**src/hue_window_skin_classifier_unit_assert.svh**
```systemverilog
`ifndef HUE_WINDOW_SKIN_CLASSIFIER_UNIT_ASSERT_SVH
`define HUE_WINDOW_SKIN_CLASSIFIER_UNIT_ASSERT_SVH

// Check a property on every rising edge outside reset.
`define HWSC_ASSERT(lbl, prop, msg) \
  lbl: assert property (@(posedge clk) disable iff (!rst_n) prop) else $error(msg);

// Check an implication on every rising edge outside reset.
`define HWSC_ASSERT_IMPL(lbl, cond, prop, msg) \
  lbl: assert property (@(posedge clk) disable iff (!rst_n) (cond) |-> (prop)) \
    else $error(msg);

`endif

```
**src/hwsc_pkg.sv**
```systemverilog
package hwsc_pkg;

  localparam int FRAC_BITS = 8;
  localparam int CH_W      = 8;
  localparam int BOUND_W   = 9;
  localparam int DIV_W     = 9;
  localparam int NUM_W     = 17;
  localparam int QUO_W     = CH_W + FRAC_BITS;
  localparam int CFG_IDX_W = 1;

  localparam logic [CH_W-1:0] HUE_SCALE     = 8'd85;
  localparam logic [CH_W-1:0] BASE_RED      = 8'd0;
  localparam logic [CH_W-1:0] BASE_GREEN    = 8'd85;
  localparam logic [CH_W-1:0] BASE_BLUE     = 8'd170;
  localparam logic [CH_W-1:0] BASE_RED_WRAP = 8'd255;

  localparam logic [BOUND_W-1:0] WINDOW_LOW_RST  = 9'd7;
  localparam logic [BOUND_W-1:0] WINDOW_HIGH_RST = 9'd57;

  typedef enum logic [CFG_IDX_W-1:0] {
    CFG_WINDOW_LOW  = 1'b0,
    CFG_WINDOW_HIGH = 1'b1
  } cfg_index_t;

  typedef struct packed {
    logic [CH_W-1:0] red;
    logic [CH_W-1:0] green;
    logic [CH_W-1:0] blue;
  } pixel_t;

  typedef struct packed {
    logic [CH_W-1:0] hue_byte;
    logic            in_window;
  } result_t;

  typedef struct packed {
    logic [CH_W-1:0]  base;
    logic [CH_W-1:0]  pos;
    logic [CH_W-1:0]  neg;
    logic [DIV_W-1:0] divisor;
  } sel_t;

  typedef struct packed {
    logic [DIV_W-1:0] rem;
    logic [DIV_W-1:0] divisor;
    logic [QUO_W-1:0] feed;
  } div_t;

endpackage

```
**src/hwsc_prep.sv**
```systemverilog
module hwsc_prep (
  input  logic            clk,
  input  logic            rst_n,
  input  logic            advance,
  input  logic            in_valid,
  input  hwsc_pkg::pixel_t in_pix,
  output logic            out_valid,
  output hwsc_pkg::div_t  out_div
);
  import hwsc_pkg::*;

  logic [CH_W-1:0]  mx;
  logic [CH_W-1:0]  mn;
  logic [CH_W-1:0]  span;
  sel_t             sel_nxt;
  sel_t             sel_r;
  logic             sel_valid_r;
  logic [NUM_W-1:0] num;
  div_t             div_nxt;
  div_t             div_r;
  logic             div_valid_r;

  always_comb begin
    mx = in_pix.red;
    mn = in_pix.red;
    if (in_pix.green > mx) mx = in_pix.green;
    if (in_pix.blue > mx) mx = in_pix.blue;
    if (in_pix.green < mn) mn = in_pix.green;
    if (in_pix.blue < mn) mn = in_pix.blue;
    span = mx - mn;
    sel_nxt.divisor = {span, 1'b0};
    priority if (span == '0) begin
      sel_nxt.base    = BASE_RED;
      sel_nxt.pos     = '0;
      sel_nxt.neg     = '0;
      sel_nxt.divisor = DIV_W'(1);
    end else if (mx == in_pix.blue) begin
      sel_nxt.base = BASE_BLUE;
      sel_nxt.pos  = in_pix.red;
      sel_nxt.neg  = in_pix.green;
    end else if (mx == in_pix.green) begin
      sel_nxt.base = BASE_GREEN;
      sel_nxt.pos  = in_pix.blue;
      sel_nxt.neg  = in_pix.red;
    end else begin
      sel_nxt.base = (in_pix.green >= in_pix.blue) ? BASE_RED : BASE_RED_WRAP;
      sel_nxt.pos  = in_pix.green;
      sel_nxt.neg  = in_pix.blue;
    end
  end

  always_ff @(posedge clk) begin
    if (!rst_n) begin
      sel_valid_r <= 1'b0;
    end else if (advance) begin
      sel_valid_r <= in_valid;
    end
  end

  always_ff @(posedge clk) begin
    if (advance) begin
      sel_r <= sel_nxt;
    end
  end

  always_comb begin
    num             = NUM_W'(sel_r.base) * NUM_W'(sel_r.divisor)
                    + NUM_W'(HUE_SCALE) * NUM_W'(sel_r.pos)
                    - NUM_W'(HUE_SCALE) * NUM_W'(sel_r.neg);
    div_nxt.rem     = num[NUM_W-1:CH_W];
    div_nxt.divisor = sel_r.divisor;
    div_nxt.feed    = {num[CH_W-1:0], {FRAC_BITS{1'b0}}};
  end

  always_ff @(posedge clk) begin
    if (!rst_n) begin
      div_valid_r <= 1'b0;
    end else if (advance) begin
      div_valid_r <= sel_valid_r;
    end
  end

  always_ff @(posedge clk) begin
    if (advance) begin
      div_r <= div_nxt;
    end
  end

  assign out_valid = div_valid_r;
  assign out_div   = div_r;

endmodule

```
**src/hwsc_div_step.sv**
```systemverilog
module hwsc_div_step (
  input  logic           clk,
  input  logic           rst_n,
  input  logic           advance,
  input  logic           in_valid,
  input  hwsc_pkg::div_t in_div,
  output logic           out_valid,
  output hwsc_pkg::div_t out_div
);
  import hwsc_pkg::*;

  logic [DIV_W:0]   trial;
  logic [DIV_W-1:0] diff;
  logic             ge;
  div_t             div_nxt;
  div_t             div_r;
  logic             valid_r;

  always_comb begin
    trial           = {in_div.rem, in_div.feed[QUO_W-1]};
    diff            = trial[DIV_W-1:0] - in_div.divisor;
    ge              = trial >= {1'b0, in_div.divisor};
    div_nxt.rem     = ge ? diff : trial[DIV_W-1:0];
    div_nxt.divisor = in_div.divisor;
    div_nxt.feed    = {in_div.feed[QUO_W-2:0], ge};
  end

  always_ff @(posedge clk) begin
    if (!rst_n) begin
      valid_r <= 1'b0;
    end else if (advance) begin
      valid_r <= in_valid;
    end
  end

  always_ff @(posedge clk) begin
    if (advance) begin
      div_r <= div_nxt;
    end
  end

  assign out_valid = valid_r;
  assign out_div   = div_r;

endmodule

```
**src/hwsc_window.sv**
```systemverilog
module hwsc_window (
  input  logic                            clk,
  input  logic                            rst_n,
  input  logic                            advance,
  input  logic                            in_valid,
  input  hwsc_pkg::div_t                  in_div,
  input  logic [hwsc_pkg::BOUND_W-1:0]    low_half,
  input  logic [hwsc_pkg::BOUND_W-1:0]    high_half,
  output logic                            out_valid,
  output hwsc_pkg::result_t               out_res
);
  import hwsc_pkg::*;

  logic [QUO_W:0] twice;
  logic [QUO_W:0] low_fix;
  logic [QUO_W:0] high_fix;
  result_t        res_nxt;
  result_t        res_r;
  logic           valid_r;

  always_comb begin
    twice             = {in_div.feed, 1'b0};
    low_fix           = {low_half, {FRAC_BITS{1'b0}}};
    high_fix          = {high_half, {FRAC_BITS{1'b0}}};
    res_nxt.hue_byte  = in_div.feed[QUO_W-1:FRAC_BITS];
    res_nxt.in_window = (twice >= low_fix) && (twice <= high_fix);
  end

  always_ff @(posedge clk) begin
    if (!rst_n) begin
      valid_r <= 1'b0;
    end else if (advance) begin
      valid_r <= in_valid;
    end
  end

  always_ff @(posedge clk) begin
    if (advance) begin
      res_r <= res_nxt;
    end
  end

  assign out_valid = valid_r;
  assign out_res   = res_r;

endmodule

```
**src/hue_window_skin_classifier_unit.sv**
```systemverilog
// Classifies RGB pixels by HSV hue: one pixel is taken every clock while
// in_stall is low, and the results leave in input order. The hue (full turn =
// 255) is held with FRAC_BITS fraction bits; out_data.hue_byte is its integer
// part and out_data.in_window is set when low/2 <= hue <= high/2 for the two
// window registers (reset 7 and 57; a low bound above the high bound never
// matches; grey pixels have hue 0). The quotient comes from a restoring
// divider, which forms one quotient bit per pipeline stage. Write the window
// registers only while no pixel is in flight. A stall on the result side
// freezes the whole pipeline and shows on in_stall.
module hue_window_skin_classifier_unit (
  input  logic                             clk,
  input  logic                             rst_n,
  input  logic                             in_valid,
  output logic                             in_stall,
  input  hwsc_pkg::pixel_t                 in_data,
  output logic                             out_valid,
  input  logic                             out_stall,
  output hwsc_pkg::result_t                out_data,
  input  logic                             cfg_we,
  input  logic [hwsc_pkg::CFG_IDX_W-1:0]   cfg_index,
  input  logic [hwsc_pkg::BOUND_W-1:0]     cfg_wdata
);
  import hwsc_pkg::*;

  logic               advance;
  logic [BOUND_W-1:0] low_half_r;
  logic [BOUND_W-1:0] high_half_r;
  logic [QUO_W:0]     div_valid;
  div_t               div_data [QUO_W+1];

  assign advance  = !out_valid || !out_stall;
  assign in_stall = !advance;

  always_ff @(posedge clk) begin
    if (!rst_n) begin
      low_half_r  <= WINDOW_LOW_RST;
      high_half_r <= WINDOW_HIGH_RST;
    end else if (cfg_we) begin
      unique case (cfg_index)
        CFG_WINDOW_LOW:  low_half_r  <= cfg_wdata;
        CFG_WINDOW_HIGH: high_half_r <= cfg_wdata;
        default: ;
      endcase
    end
  end

  hwsc_prep u_prep (
    .clk       (clk),
    .rst_n     (rst_n),
    .advance   (advance),
    .in_valid  (in_valid),
    .in_pix    (in_data),
    .out_valid (div_valid[0]),
    .out_div   (div_data[0])
  );

  for (genvar s = 0; s < QUO_W; s++) begin : g_div
    hwsc_div_step u_step (
      .clk       (clk),
      .rst_n     (rst_n),
      .advance   (advance),
      .in_valid  (div_valid[s]),
      .in_div    (div_data[s]),
      .out_valid (div_valid[s+1]),
      .out_div   (div_data[s+1])
    );
  end

  hwsc_window u_window (
    .clk       (clk),
    .rst_n     (rst_n),
    .advance   (advance),
    .in_valid  (div_valid[QUO_W]),
    .in_div    (div_data[QUO_W]),
    .low_half  (low_half_r),
    .high_half (high_half_r),
    .out_valid (out_valid),
    .out_res   (out_data)
  );

`include "hue_window_skin_classifier_unit_assert.svh"

  `HWSC_ASSERT_IMPL(a_hue_below_full, out_valid, out_data.hue_byte != 8'hFF, "hue byte reached 255")
  `HWSC_ASSERT_IMPL(a_inverted_window, out_valid && (low_half_r > high_half_r), !out_data.in_window, "inverted window matched")
  `HWSC_ASSERT_IMPL(a_full_window, out_valid && (low_half_r == '0) && (high_half_r == '1), out_data.in_window, "full window missed")
  `HWSC_ASSERT(a_stall_freezes, (out_valid && out_stall) |=> $stable(div_valid), "pipeline moved while stalled")

endmodule
```
**config.mk**
```make
export PLATFORM = sky130hd
export DESIGN_NAME = hue_window_skin_classifier_unit
export DESIGN_NICKNAME = d
export VERILOG_FILES = /design/src/hwsc_pkg.sv /design/src/hwsc_prep.sv /design/src/hwsc_div_step.sv /design/src/hwsc_window.sv /design/src/hue_window_skin_classifier_unit.sv
export VERILOG_INCLUDE_DIRS = /design/src /design/src/src
export SDC_FILE = /design/constraint.sdc
export NUM_CORES = 1
export LEC_CHECK = 0
export ABC_AREA = 1
export BUFFER_PORTS_ARGS = -buffer_cell sky130_fd_sc_hd__buf_2
export CAP_MARGIN = 20
export CORE_MARGIN = 5
export CORE_UTILIZATION = 50
export CTS_CLUSTER_DIAMETER = 30
export DETAILED_ROUTE_END_ITERATION = 16
export HOLD_SLACK_MARGIN = 0.02
export MAX_ROUTING_LAYER = met4
export PLACE_DENSITY_LB_ADDON = 0.15
export SETUP_SLACK_MARGIN = 0.02
export SLEW_MARGIN = 40
export SYNTH_ARGS = -nofsm -noshare
export SYNTH_HDL_FRONTEND = slang
export SYNTH_SLANG_ARGS = --single-unit
```
**constraint.sdc**
```tcl
create_clock -name clk -period 30.7 [get_ports clk]
set_clock_uncertainty 0.05 [all_clocks]
set_input_delay 1.535 -clock clk [delete_from_list [all_inputs] [get_ports clk]]
set_output_delay 1.535 -clock clk [all_outputs]
set_load 0.02 [all_outputs]
```
==> run_results.csv <==
group,metric,value,unit
cts,clk_root_buffer_cell,"clkbuf_16",
setup_path,crit_path_capture_type,"register",
synth,total_of_flip_flops_plus_latches_after_synthesis,533,
timing,final_period_minus_worst_setup_slack,6980,ps
global_route,grt_antenna_before_repair,0,
synth,syn-num-nets,3350,
drt,detailed_route_vias_per_instance,5.03,
cts,clk-insertion-delay-late,660,ps
synth,yosys_most_used_dff,"edfxtp_1",
drt,wirelength,60000,um
global_route,global_route.overflow_total,0,
synth,post_synth_instance_area,0.0311,mm2
timing,max_slew_violation_total_from_the_final_report,0,
cts,cts_num_sinks,533,
cts,cts_made_buffers,113,
drt,routed_wire_length_per_instance,15.2,um
setup_path,setup_cp_type,"register to register",
setup_path,crit_required,31030,ps
floorplan,row_count,91,
floorplan,ios,50,
place,io_buffers,49,
cts,cts.repair.resized,0,
global_route,global_route.usage.total,18.7,%
cts,cts_hold_buffers_added,0,
synth,yosys.cell_count.top_type,"inv_1",
cts,tritoncts_clock_tree,"done",
floorplan,die-width,259,um
timing,fin_tns_setup,0,ps
setup_path,critPathSlowestCell,"fa_1",
place,dp_slack,23690,ps
final_layout,post-route-cell-area,0.0362,mm2
drt,wl_met2,28400,um
synth,async_flop_share,0,%
final_layout,seq_area,0.0156,mm2
timing,grt_setup_unrepaired,"false",
timing,max_clock_freq,143,MHz
final_layout,drive_above_1_share,9.93,%
synth,yosys-top-cells-count,"inv_1 (589), edfxtp_1 (496), nand2_1 (412)",
synth,synthesis.area_per_instance,10.7,um2
cts,clkTransAtPathRegs,50,ps
outcome,outcome,"finished, final reports clean",
timing,setup_slack,23720,ps
drt,dr_top_layer,"met4",
final_layout,area_growth_syn_to_layout,16.5,%
setup_path,largest_incremental_delay_on_the_critical_path,540,ps
setup_path,timing.critical_path.from_type,"register",
global_route,grt_pass1_wl,100000,um
floorplan,die_area,0.0672,mm2
synth,synthDominantCellAreaShare,48.0,%
synth,yosysUniqueCellTypes,48,
synth,syn-instance-count,2892,
global_route,largest_net_degree_at_the_start_of_global_routing,84,
timing,max_slew_margin,49.1,%
cts,cts_setup_buffers,0,
global_route,grt_pass1_vias,20500,
synth,dominant_cell_type_by_area_after_synthesis,"edfxtp_1",
final_layout,multiInputGateArea,0.0130,mm2
floorplan,initial_utilization,50.4,%
synth,count_of_flip_flops_with_a_built_in_enable_after_synthesis,496,
setup_path,critical_path_peak_fanout,9,
drt,wire_length_on_met1,27100,um
final_layout,postLayoutCoreUtil,58.7,%
setup_path,critPathMostFrequentCell,"inv_1",
final_layout,final_nets,3482,
timing,min_period_over_period,22.7,%
floorplan,chipHeight,259,um
timing,tightestPinTransition,763,ps
place,place.gp.congestion,0.953,
floorplan,core,0.0616,mm2
final_layout,fill_cells,5123,
drt,antenna_left,0,
final_layout,num_antenna_cells,0,
place,dp_hpwl,44200,um
drt,via_count,19900,
job,number_of_max_capacitance_violations_reported,0,
timing,finalHoldViolCount,0,
cts,ctsHtreeMaxLevel,3,
synth,synth-warning-count,0,
synth,synth-seq-area-share,50.4,%
setup_path,arrival,7310,ps
cts,cts-root-to-sink-buffers,3,
min_path,min-delay-path-class,"register to register",
place,dpl-instance-area,0.0322,mm2
synth,synthTopCellsByArea,"edfxtp_1 (48%), ha_1 (11%), fa_1 (9.0%)",
timing,setup_viol_count_final,0,
drt,met3_wirelength,2650,um
drt,drtPass1Iterations,8,
drt,drt_first_iter_violations,1295,
drt,drc,0,
==> state kept, by name (all words and copies together), names as in the netlist <==
name                    flops
g_div.u_step.out_valid     16
u_window.out_valid          1
low_half_r                  9
high_half_r                 9
u_prep.div_nxt              9
u_window.out_res            9
g_div.u_step.out_div      434
u_prep.sel_valid_r          1
u_prep.out_div             26
u_prep.out_valid            1
u_prep.sel_r               18
==> placed cells by master (no fill, tap or decap), types with 4 or more instances in the layout <==
cell type	n
a21oi_1	180
a211oi_1	17
nor3_1	28
o21bai_1	8
clkinv_2	15
o31ai_1	9
nor2_2	4
buf_2	49
nand4_1	5
buf_6	4
fa_1	140
xnor2_1	50
dfxtp_1	37
o21ai_2	4
clkbuf_16	114
nand2_2	18
nand3b_1	4
nand2_4	7
nand3_1	91
clkinvlp_4	18
inv_6	16
nand2_1	411
bufinv_16	13
o21ai_0	159
edfxtp_1	496
clkbuf_1	6
o211ai_1	25
ha_1	279
o21a_1	27
inv_2	4
clkinv_4	17
nor2_1	165
clkinv_1	7
inv_1	589
xor2_1	61
==> final timing paths <==
check / slack, ps / from / to / depth (start not counted)
worst max-delay path: 23720 / u_prep.sel_r[29] / u_prep.out_div[32] / 28
worst min-delay path: 350 / g_div[3].u_step.out_div[13] / g_div[4].u_step.out_div[14] / 0
worst max register to register: 23720 / u_prep.sel_r[29] / u_prep.out_div[32] / 28
worst min register to register: 350 / g_div[3].u_step.out_div[13] / g_div[4].u_step.out_div[14] / 0
==> cell families (layout without fill, tap and decap cells) <==
group / count (synthesis) / after routing / synth area share [%]
DFF: 533 / 533 / 50.4
and+or+nand+nor: 753 / 753 / 10.5
xor gates and xnor gates: 111 / 111 / 3.13
buffers and inverters: 634 / 863 / 7.83
adders and majority gates: 419 / 419 / 20.3
AOI/OAI and AO/OA: 442 / 442 / 7.97
==> critical path, delay by kind of cell (launching register included) <==
kind | cells | cell delay (ps)
compound gates | 5 | 940
flops | 1 | 520
fa+ha+maj | 8 | 3970
buf+inv | 8 | 430
simple gates | 6 | 710
xor+xnor | 1 | 140
==> per-stage QoR <==
| stage | hold slack, ps | instances |
|---|---|---|
| 5_1_grt | 355 | 3958 |
| 3_3_place_gp | 351 | 3744 |
| 3_5_place_dp | 355 | 3744 |
| 2_1_floorplan | 350 | 2892 |
| 6_report | 355 | 3958 |
| 4_1_cts | 356 | 3956 |
==> layer usage <==
layer	GRT usage (%)	up-vias
met1	24.0	9443
met4	6.25	0
met3	3.61	132
met5	-	-
li1	-	9914
met2	30.4	404
==> cell type report <==
type | count | area share [%]
sequential | 533 | 43.2
multi-input combinational | 1725 | 36.0
clock buffer | 121 | 7.99
inverter | 593 | 6.15
tap | 837 | 2.90
clock inverter | 91 | 2.80
timing repair buffer | 58 | 0.975
Power is left out: the tool's default activity adds up to more than one toggle a clock period on the data nets, which glitch-free logic cannot reach.
